$ cat config.mk
export PLATFORM = sky130hd
export DESIGN_NAME = gemm_cell
export DESIGN_NICKNAME = d
export VERILOG_FILES = /design/src/rtl/core/gemm_pkg.sv /design/src/rtl/core/gemm_cell.sv
export SDC_FILE = /design/constraint.sdc
export NUM_CORES = 1
export LEC_CHECK = 0
export BUFFER_PORTS_ARGS = -buffer_cell sky130_fd_sc_hd__buf_4
export CAP_MARGIN = 20
export CELL_PAD_IN_SITES_DETAIL_PLACEMENT = 1
export CELL_PAD_IN_SITES_GLOBAL_PLACEMENT = 2
export CORE_ASPECT_RATIO = 0.9
export CORE_MARGIN = 5
export CORE_UTILIZATION = 32
export CTS_CLUSTER_DIAMETER = 200
export DETAILED_ROUTE_END_ITERATION = 8
export GPL_TIMING_DRIVEN = 0
export PLACE_DENSITY_LB_ADDON = 0.2
export SETUP_SLACK_MARGIN = 0.2
export SLEW_MARGIN = 10
export SYNTH_ARGS = -nofsm -noshare
export SYNTH_HDL_FRONTEND = slang
export SYNTH_SLANG_ARGS = --single-unit
$ cat constraint.sdc
create_clock -name clk -period 7.1 [get_ports clk]
set_clock_uncertainty 0.2 [all_clocks]
set_input_delay 0.355 -clock clk [delete_from_list [all_inputs] [get_ports clk]]
set_output_delay 0.355 -clock clk [all_outputs]
set_load 0.01 [all_outputs]
$ cat src/rtl/core/gemm_pkg.sv
// Shared types and constants for the alpha-beta matrix multiply block.
`default_nettype none
package gemm_pkg;
  localparam int MAX_ROWS_DEF  = 8;
  localparam int MAX_COLS_DEF  = 8;
  localparam int MAX_INNER_DEF = 8;

  localparam logic [1:0] CMD_LOAD_A  = 2'd0;
  localparam logic [1:0] CMD_LOAD_B  = 2'd1;
  localparam logic [1:0] CMD_LOAD_C  = 2'd2;
  localparam logic [1:0] CMD_COMPUTE = 2'd3;

  localparam logic [2:0] REG_ROWS  = 3'd0;
  localparam logic [2:0] REG_COLS  = 3'd1;
  localparam logic [2:0] REG_INNER = 3'd2;
  localparam logic [2:0] REG_ALPHA = 3'd3;
  localparam logic [2:0] REG_BETA  = 3'd4;

  localparam int ACC_W = 48;

  // control handed from sequencer to each cell
  typedef struct packed {
    logic start;   // load beta*c into accumulator
    logic step;    // add one product term
  } cell_ctl_t;

  function automatic logic signed [15:0] round_q88(input logic signed [31:0] p);
    logic signed [32:0] q;
    logic signed [24:0] r;
    begin
      q = 33'(p) + 33'sd128;
      r = q[32:8];
      if (r > 25'sd32767) round_q88 = 16'sh7fff;
      else if (r < -25'sd32768) round_q88 = 16'sh8000;
      else round_q88 = r[15:0];
    end
  endfunction
endpackage
`default_nettype wire

$ cat src/rtl/core/gemm_cell.sv
// One accumulator cell of the row chain: holds one row's sum, hands it on when shifting.
`default_nettype none
module gemm_cell (
  input  wire logic                         clk,
  input  wire gemm_pkg::cell_ctl_t          ctl,
  input  wire logic                         shift,
  input  wire logic signed [31:0]           init_val,
  input  wire logic signed [15:0]           a_val,
  input  wire logic signed [15:0]           sb_val,
  input  wire logic signed [gemm_pkg::ACC_W-1:0] acc_in,
  output logic signed [gemm_pkg::ACC_W-1:0] acc_out
);
  logic signed [gemm_pkg::ACC_W-1:0] acc_r;
  logic signed [31:0]                prod_r;
  logic                              add_r;

  always_ff @(posedge clk) begin
    prod_r <= a_val * sb_val;
    add_r  <= ctl.step;
    if (shift) acc_r <= acc_in;
    else if (ctl.start) acc_r <= gemm_pkg::ACC_W'(init_val);
    else if (add_r) acc_r <= acc_r + gemm_pkg::ACC_W'(prod_r);
  end
  assign acc_out = acc_r;
endmodule
`default_nettype wire
==> metrics.csv, run 1 <==
stage;metric;value;unit
timing;Setup Viol. Count Final;0;
global_route;total grt overflow;0;
synth;register area share after synthesis;0.134;
clocking;clock sinks;81;
clocking;H-tree depth;3;
worst_setup_path;CP max FO;10;
synth;Main synth FF type;edfxtp_1;
routing;Pre-Repair DR Iteration Count;4;
global_route;global-route wire length before repair;79.9;mm
floorplanning;FP Rows;77;
clocking;Skew-Pair Late Insertion Delay;0.37;ns
floorplanning;Initial Util;0.321;
clocking;Clock Pin Slew Worst Setup and Hold Paths;0.06;ns
worst_setup_path;CP Buf/Inv Count;5;
worst_setup_path;R2R Path Start;prod_r[0];
final_layout;fin nets;2422;
final_layout;multi-input logic area;12100;sq um
floorplanning;die extent in x;243;microns
routing;routed via count;12300;
timing;max-slew violation count;0;
routing;post-route ant nets;0;
worst_setup_path;Crit. End Element;register;
floorplanning;Die Area;53500;sq um
final_layout;FILL cells;5681;
floorplanning;Die Height;220;microns
worst_setup_path;slowest cell on the critical path;fa_1;
synth;Mapped Avg Cell Area;8.98;sq um
routing;DR DRC count;0;
worst_setup_path;required time at the worst-slack endpoint;7.19;ns
timing;Setup TNS;0;ns
clocking;Post-CTS Repair Setup Buffers;0;
timing;Tcrit/Tclk final;0.927;
job;MaxCap Viol Count;0;
clocking;CTS tree;yes;
worst_hold_path;min-delay src;acc_in[22];
final_layout;final instance area;18000;sq um
global_route;initial antenna violation count;0;
synth;count leader, synth;inv_1;
timing;endpoints failing hold;0;
worst_setup_path;crit-path max cell delay;0.65;ns
synth;Synth Warn #;0;
worst_setup_path;CP Data Arrival Time;6.67;ns
floorplanning;I/O pins;164;
routing;wire per inst;19.7;microns
timing;FMAX;152;MHz
global_route;pin count of the biggest net entering global routing;32;
timing;Rel. slew slack;0.412;
synth;async set-reset flop share out of synthesis;0;
synth;Post-Syn Nets;2252;
global_route;global-route usage over all layers;0.191;
synth;top cell type's share of synthesized area;0.336;
final_layout;# diodes;0;
worst_setup_path;crit path kind;input pin to register;
routing;Routed WL;50.3;mm
outcome;status;complete, no violations;
synth;gate count after technology mapping;1744;
routing;Avg Vias per Cell;4.81;
worst_setup_path;Worst Setup Start Kind;input pin;
worst_setup_path;kind of cell adding the most delay to the critical path;adder cells;
timing;RSZ-0062 raised after global routing;no;
clocking;CTS root buf;clkbuf_16;
final_layout;layout cells sized above 1;0.122;
synth;Netlist cell types;67;
synth;Post-synth EDFFs;48;
floorplanning;core footprint;48700;sq um
clocking;CTS Buf Count;9;
worst_setup_path;Most Frequent Cell on Critical Path;fa_1;
routing;detailed router's first-iteration violation count;504;
timing;Final min period;6.58;ns
synth;Synth area leaders;fa_1, ha_1, edfxtp_1;
placement;port bufs;162;
worst_hold_path;HP Class;input pin to register;
global_route;vias in the first global route;13600;
synth;#FFs+latches synth;81;
timing;Worst-Margin Slew;0.879;ns
synth;top cells by count, synth;inv_1, fa_1, nand2_1;
placement;post-DP HPWL;43.4;mm
worst_setup_path;crit path from;a_val[9];
synth;cell area after synthesis;15700;sq um
placement;GPL Wtd Cong;0.863;
final_layout;Sequential Area;2100;sq um
final_layout;Layout area overhead;14.8;%
synth;Yosys top cell by area;fa_1;
clocking;CTS Buffer Depth;2;
placement;placement-stage cell area;17700;sq um
worst_setup_path;worst path cell trace;buf_4, clkbuf_1, nand2_1, fa_1, inv_1, fa_1, fa_1, fa_1, fa_1, inv_1, fa_1, inv_1, ha_1, o21ai_0, nand2b_1, a31o_2, a21o_1, nand2_1, o21ai_1, a31o_2, a31o_2, a21oi_1, xnor2_1;
-- worst paths after layout --
path                                     to  slack (ns)  depth (start not counted)
worst min-delay path            acc_out[22]        0.07                          3
worst max-delay path             prod_r[27]        0.52                         23
worst max register to register  acc_out[38]        3.04                         13
worst min register to register  acc_out[47]        0.60                          4
-- per-stage QoR --
stage          worst slack [ns]   util  hold WS [ns]  instances
2_1_floorplan              1.05      -         0.183       1744
3_3_place_gp             0.0918  0.362         0.266       2538
3_5_place_dp             0.0399  0.363         0.267       2539
4_1_cts                   0.413  0.369        0.0537       2556
5_1_grt                   0.201  0.369        0.0740       2551
6_report                  0.516  0.369        0.0732       2551
-- worst min-delay path: stages --
cell	delay, ns
buf_4	0.08
nand2_1	0.04
o21ai_0	0.06
-- repair_timing --
action	in CTS	in global routing
hold buffers	1	0
resized for setup	0	4
hold endpoints to repair	1	0
endpoints found under the setup margin	0	3
-- kinds of logic after synthesis --
| group | share of synthesized area |
|---|---|
| compound gates | 0.112 |
| fa+ha+maj | 0.439 |
| mux | 0.0263 |
| simple gates | 0.148 |
| flops | 0.134 |
| buf+inv | 0.0965 |
| xor+xnor | 0.0436 |
-- state kept, by name, indices dropped and copies added, names as in the netlist --
signal,count
prod_r,32
acc_out,48
add_r,1
-- cell usage in the layout, fill, tap and decap left out, types with 4 or more instances in the layout --
master | Yosys | layout
clkbuf_16 | 0 | 10
dfxtp_1 | 33 | 33
a211oi_1 | 6 | 6
clkbuf_1 | 53 | 46
and3_1 | 8 | 8
edfxtp_1 | 48 | 48
o21a_1 | 5 | 5
a21oi_1 | 87 | 87
ha_1 | 129 | 129
fa_1 | 263 | 263
inv_1 | 341 | 341
nand2b_1 | 12 | 12
xnor2_1 | 55 | 55
mux2i_1 | 4 | 4
nor2b_1 | 9 | 9
o21bai_1 | 13 | 13
nand2_1 | 208 | 208
o21ai_1 | 7 | 7
nor2_1 | 60 | 60
or3_1 | 7 | 6
a21o_1 | 30 | 30
a31oi_1 | 8 | 8
xor2_1 | 23 | 23
nor3_1 | 13 | 13
nand4_1 | 12 | 12
and2_1 | 127 | 127
o21ai_0 | 74 | 74
mux2_2 | 33 | 33
o211ai_1 | 8 | 8
nand3_1 | 10 | 10
buf_4 | 0 | 162
-- routing by layer --
layer,part of all wire,wire length (microns),vias to the layer above,GRT usage
li1,-,-,5858,-
met2,0.45,22400,196,0.308
met4,0.014,679,0,0.0342
met1,0.51,25600,6192,0.280
met3,0.032,1600,30,0.0217
met5,0,0,-,0
-- final cells by class --
class                           instances  area share
Multi-Input combinational cell       1263       0.670
Timing Repair Buffer                  164      0.0693
Clock buffer                           10      0.0139
Clock inverter                          6     0.00257
Buffer                                 54      0.0120
Tap cell                              632      0.0440
Inverter                              341      0.0712
Sequential cell                        81       0.117
Power of run 1 is not shown: default switching activity piles up to over one toggle a cycle in this logic, so the estimate is an artifact.
==> run 2: changes to the inputs <==
- GPL_TIMING_DRIVEN: 0 -> unset
- clock period: 7.1 -> 7.55 ns (I/O delays scaled with it)
==> metrics.csv, run 2 (synthesis results as in run 1) <==
stage;metric;value;unit;change
timing;Worst-Margin Slew;0.898;ns;+0.0182 ns
routing;Avg Vias per Cell;4.76;;-0.99%
routing;wire per inst;18.6;microns;-5.3%
clocking;H-tree depth;3;;unchanged
final_layout;fin nets;2371;;-2.1%
routing;M1 WL;25.2;mm;-1.6%
timing;endpoints failing hold;0;;unchanged
timing;Tcrit/Tclk final;0.793;;
placement;pre-CTS setup slack;1.16;ns;+1.12 ns
final_layout;layout cells sized above 1;0.124;;+0.00226
routing;detailed router's first-iteration violation count;549;;+8.9%
global_route;vias in the first global route;13300;;-2.6%
global_route;total grt overflow;0;;unchanged
worst_setup_path;Most Frequent Cell on Critical Path;fa_1;;
final_layout;most frequent cells in the layout;inv_1, fa_1, nand2_1, buf_4, ha_1;;
worst_setup_path;CP max FO;16;;+6
floorplanning;FP Rows;77;;unchanged
timing;Setup WS post-layout;1.56;ns;+1.05 ns
routing;routed via count;11900;;-3.0%
clocking;CTS Buf Count;9;;unchanged
final_layout;commonest non-fill, non-tap cell in the layout;inv_1;;
floorplanning;I/O pins;164;;unchanged
worst_setup_path;kind of cell adding the most delay to the critical path;adder cells;;
worst_setup_path;Setup crit end;prod_r[27];;
timing;Setup Viol. Count Final;0;;unchanged
worst_setup_path;worst path cell trace;buf_4, and2_1, fa_1, inv_1, fa_1, fa_1, inv_1, fa_1, fa_1, inv_1, fa_1, inv_1, ha_1, a211oi_1, nand2_1, a31o_2, a21o_1, nand2_1, o21ai_1, a31o_2, a31o_2, a21oi_1, xnor2_1;;
job;MaxCap Viol Count;0;;unchanged
final_layout;# diodes;0;;unchanged
worst_setup_path;crit path from;sb_val[4];;
worst_setup_path;crit path kind;input pin to register;;
worst_setup_path;Crit. End Element;register;;
timing;FMAX;167;MHz;
worst_setup_path;Worst path depth;23;;unchanged
clocking;CTS root buf;clkbuf_16;;
placement;GPL Wtd Cong;0.816;;-5.5%
routing;Met2 Routed Length;19.7;mm;-12%
timing;Hold Slack;0.0993;ns;+0.0261 ns
worst_setup_path;CP Buf/Inv Count;5;;unchanged
placement;post-DP HPWL;39.4;mm;-9.2%
outcome;status;complete, no violations;;
routing;DR top layer;met4;;
timing;Final min period;5.99;ns;
worst_setup_path;R2R Path Start;prod_r[0];;
placement;port bufs;163;;+0.62%
routing;DR DRC count;0;;unchanged
timing;Rel. slew slack;0.399;;-0.0122
final_layout;Layout area overhead;13.4;%;
worst_setup_path;Reg2Reg Depth;13;;unchanged
routing;met3 WL;1.46;mm;-8.5%
worst_setup_path;Worst Setup Start Kind;input pin;;
floorplanning;die extent in x;243;microns;unchanged
clocking;Clock Pin Slew Worst Setup and Hold Paths;0.07;ns;about the same
floorplanning;Die Area;53500;sq um;unchanged
routing;Pre-Repair DR Iteration Count;5;;+1
global_route;initial antenna violation count;0;;unchanged
clocking;Post-CTS Repair Setup Buffers;0;;unchanged
floorplanning;core footprint;48700;sq um;unchanged
routing;Routed WL;46.6;mm;-7.2%
timing;max-slew violation count;0;;unchanged
routing;post-route ant nets;0;;unchanged
global_route;pin count of the biggest net entering global routing;52;;+63%
worst_setup_path;crit-path max cell delay;0.54;ns;-0.11 ns
worst_setup_path;required time at the worst-slack endpoint;7.63;ns;+0.44 ns
worst_hold_path;HP Class;input pin to register;;
timing;RSZ-0062 raised after global routing;no;;
clocking;Skew-Pair Late Insertion Delay;0.37;ns;about the same
clocking;CTS Buffer Depth;2;;unchanged
final_layout;FILL cells;5683;;+0.035%
clocking;clock sinks;81;;unchanged
worst_setup_path;Reg2Reg Setup Slack;3.62;ns;+0.58 ns
worst_setup_path;Crit Reg-Reg Endpoint;acc_out[38];;
floorplanning;Die Height;220;microns;unchanged
global_route;global-route wire length before repair;76.1;mm;-4.7%
worst_setup_path;CP Data Arrival Time;6.07;ns;-0.60 ns
clocking;CTS tree;yes;;
floorplanning;Initial Util;0.321;;unchanged
global_route;global-route usage over all layers;0.177;;-0.0132
final_layout;max FFs per register;48;;unchanged
timing;Setup TNS;0;ns;unchanged
worst_setup_path;slowest cell on the critical path;fa_1;;
==> run 2: worst min path at each step <==
stage	start	end	slack, ns	depth (start not counted)
floorplan	ctl[0]	add_r	0.21	0
global placement	ctl[0]	add_r	0.28	1
global route	acc_in[1]	acc_out[1]	0.09	2
CTS	acc_in[44]	acc_out[44]	0.08	3
finish	acc_in[44]	acc_out[44]	0.1	3
detailed placement	ctl[0]	add_r	0.29	1
==> run 2: area by class of cell <==
type | count | area, sq um | share of cell area
multi-input combinational | 1263 | 12100 | 0.679
sequential | 81 | 2100 | 0.118
inverter | 341 | 1280 | 0.0721
timing repair buffer | 167 | 1260 | 0.0707
tap | 632 | 791 | 0.0445
clock buffer | 9 | 225 | 0.0127
clock inverter | 7 | 52.6 | 0.00296
==> run 2: tightest hold or removal path, delay by kind of cell <==
family / cells / cell delay, ns
buffers and inverters: 1 / 0.08
and+or+nand+nor: 1 / 0.06
AOI/OAI and AO/OA: 1 / 0.05
==> run 2: routing by layer <==
layer | vias to the layer above | global-route usage
met5 | - | 0
met4 | 0 | 0.0233
met3 | 13 | 0.0194
met2 | 175 | 0.270
met1 | 5987 | 0.278
li1 | 5736 | -
==> run 2: timing repair <==
item / in CTS / in global routing
gates resized for setup: 0 / 0
hold endpoints to repair: 1 / 0
hold buffers: 1 / 0
==> run 2: per-stage QoR <==
stage                     instances  instance area (sq um)   util
after floorplan                1744                  15700      -
final                          2500                  17800  0.364
after global routing           2500                  17800  0.364
after global placement         2483                  17500  0.358
after CTS                      2500                  17800  0.364
after detailed placement       2483                  17500  0.358
Power of run 2 is left out for the same reason.
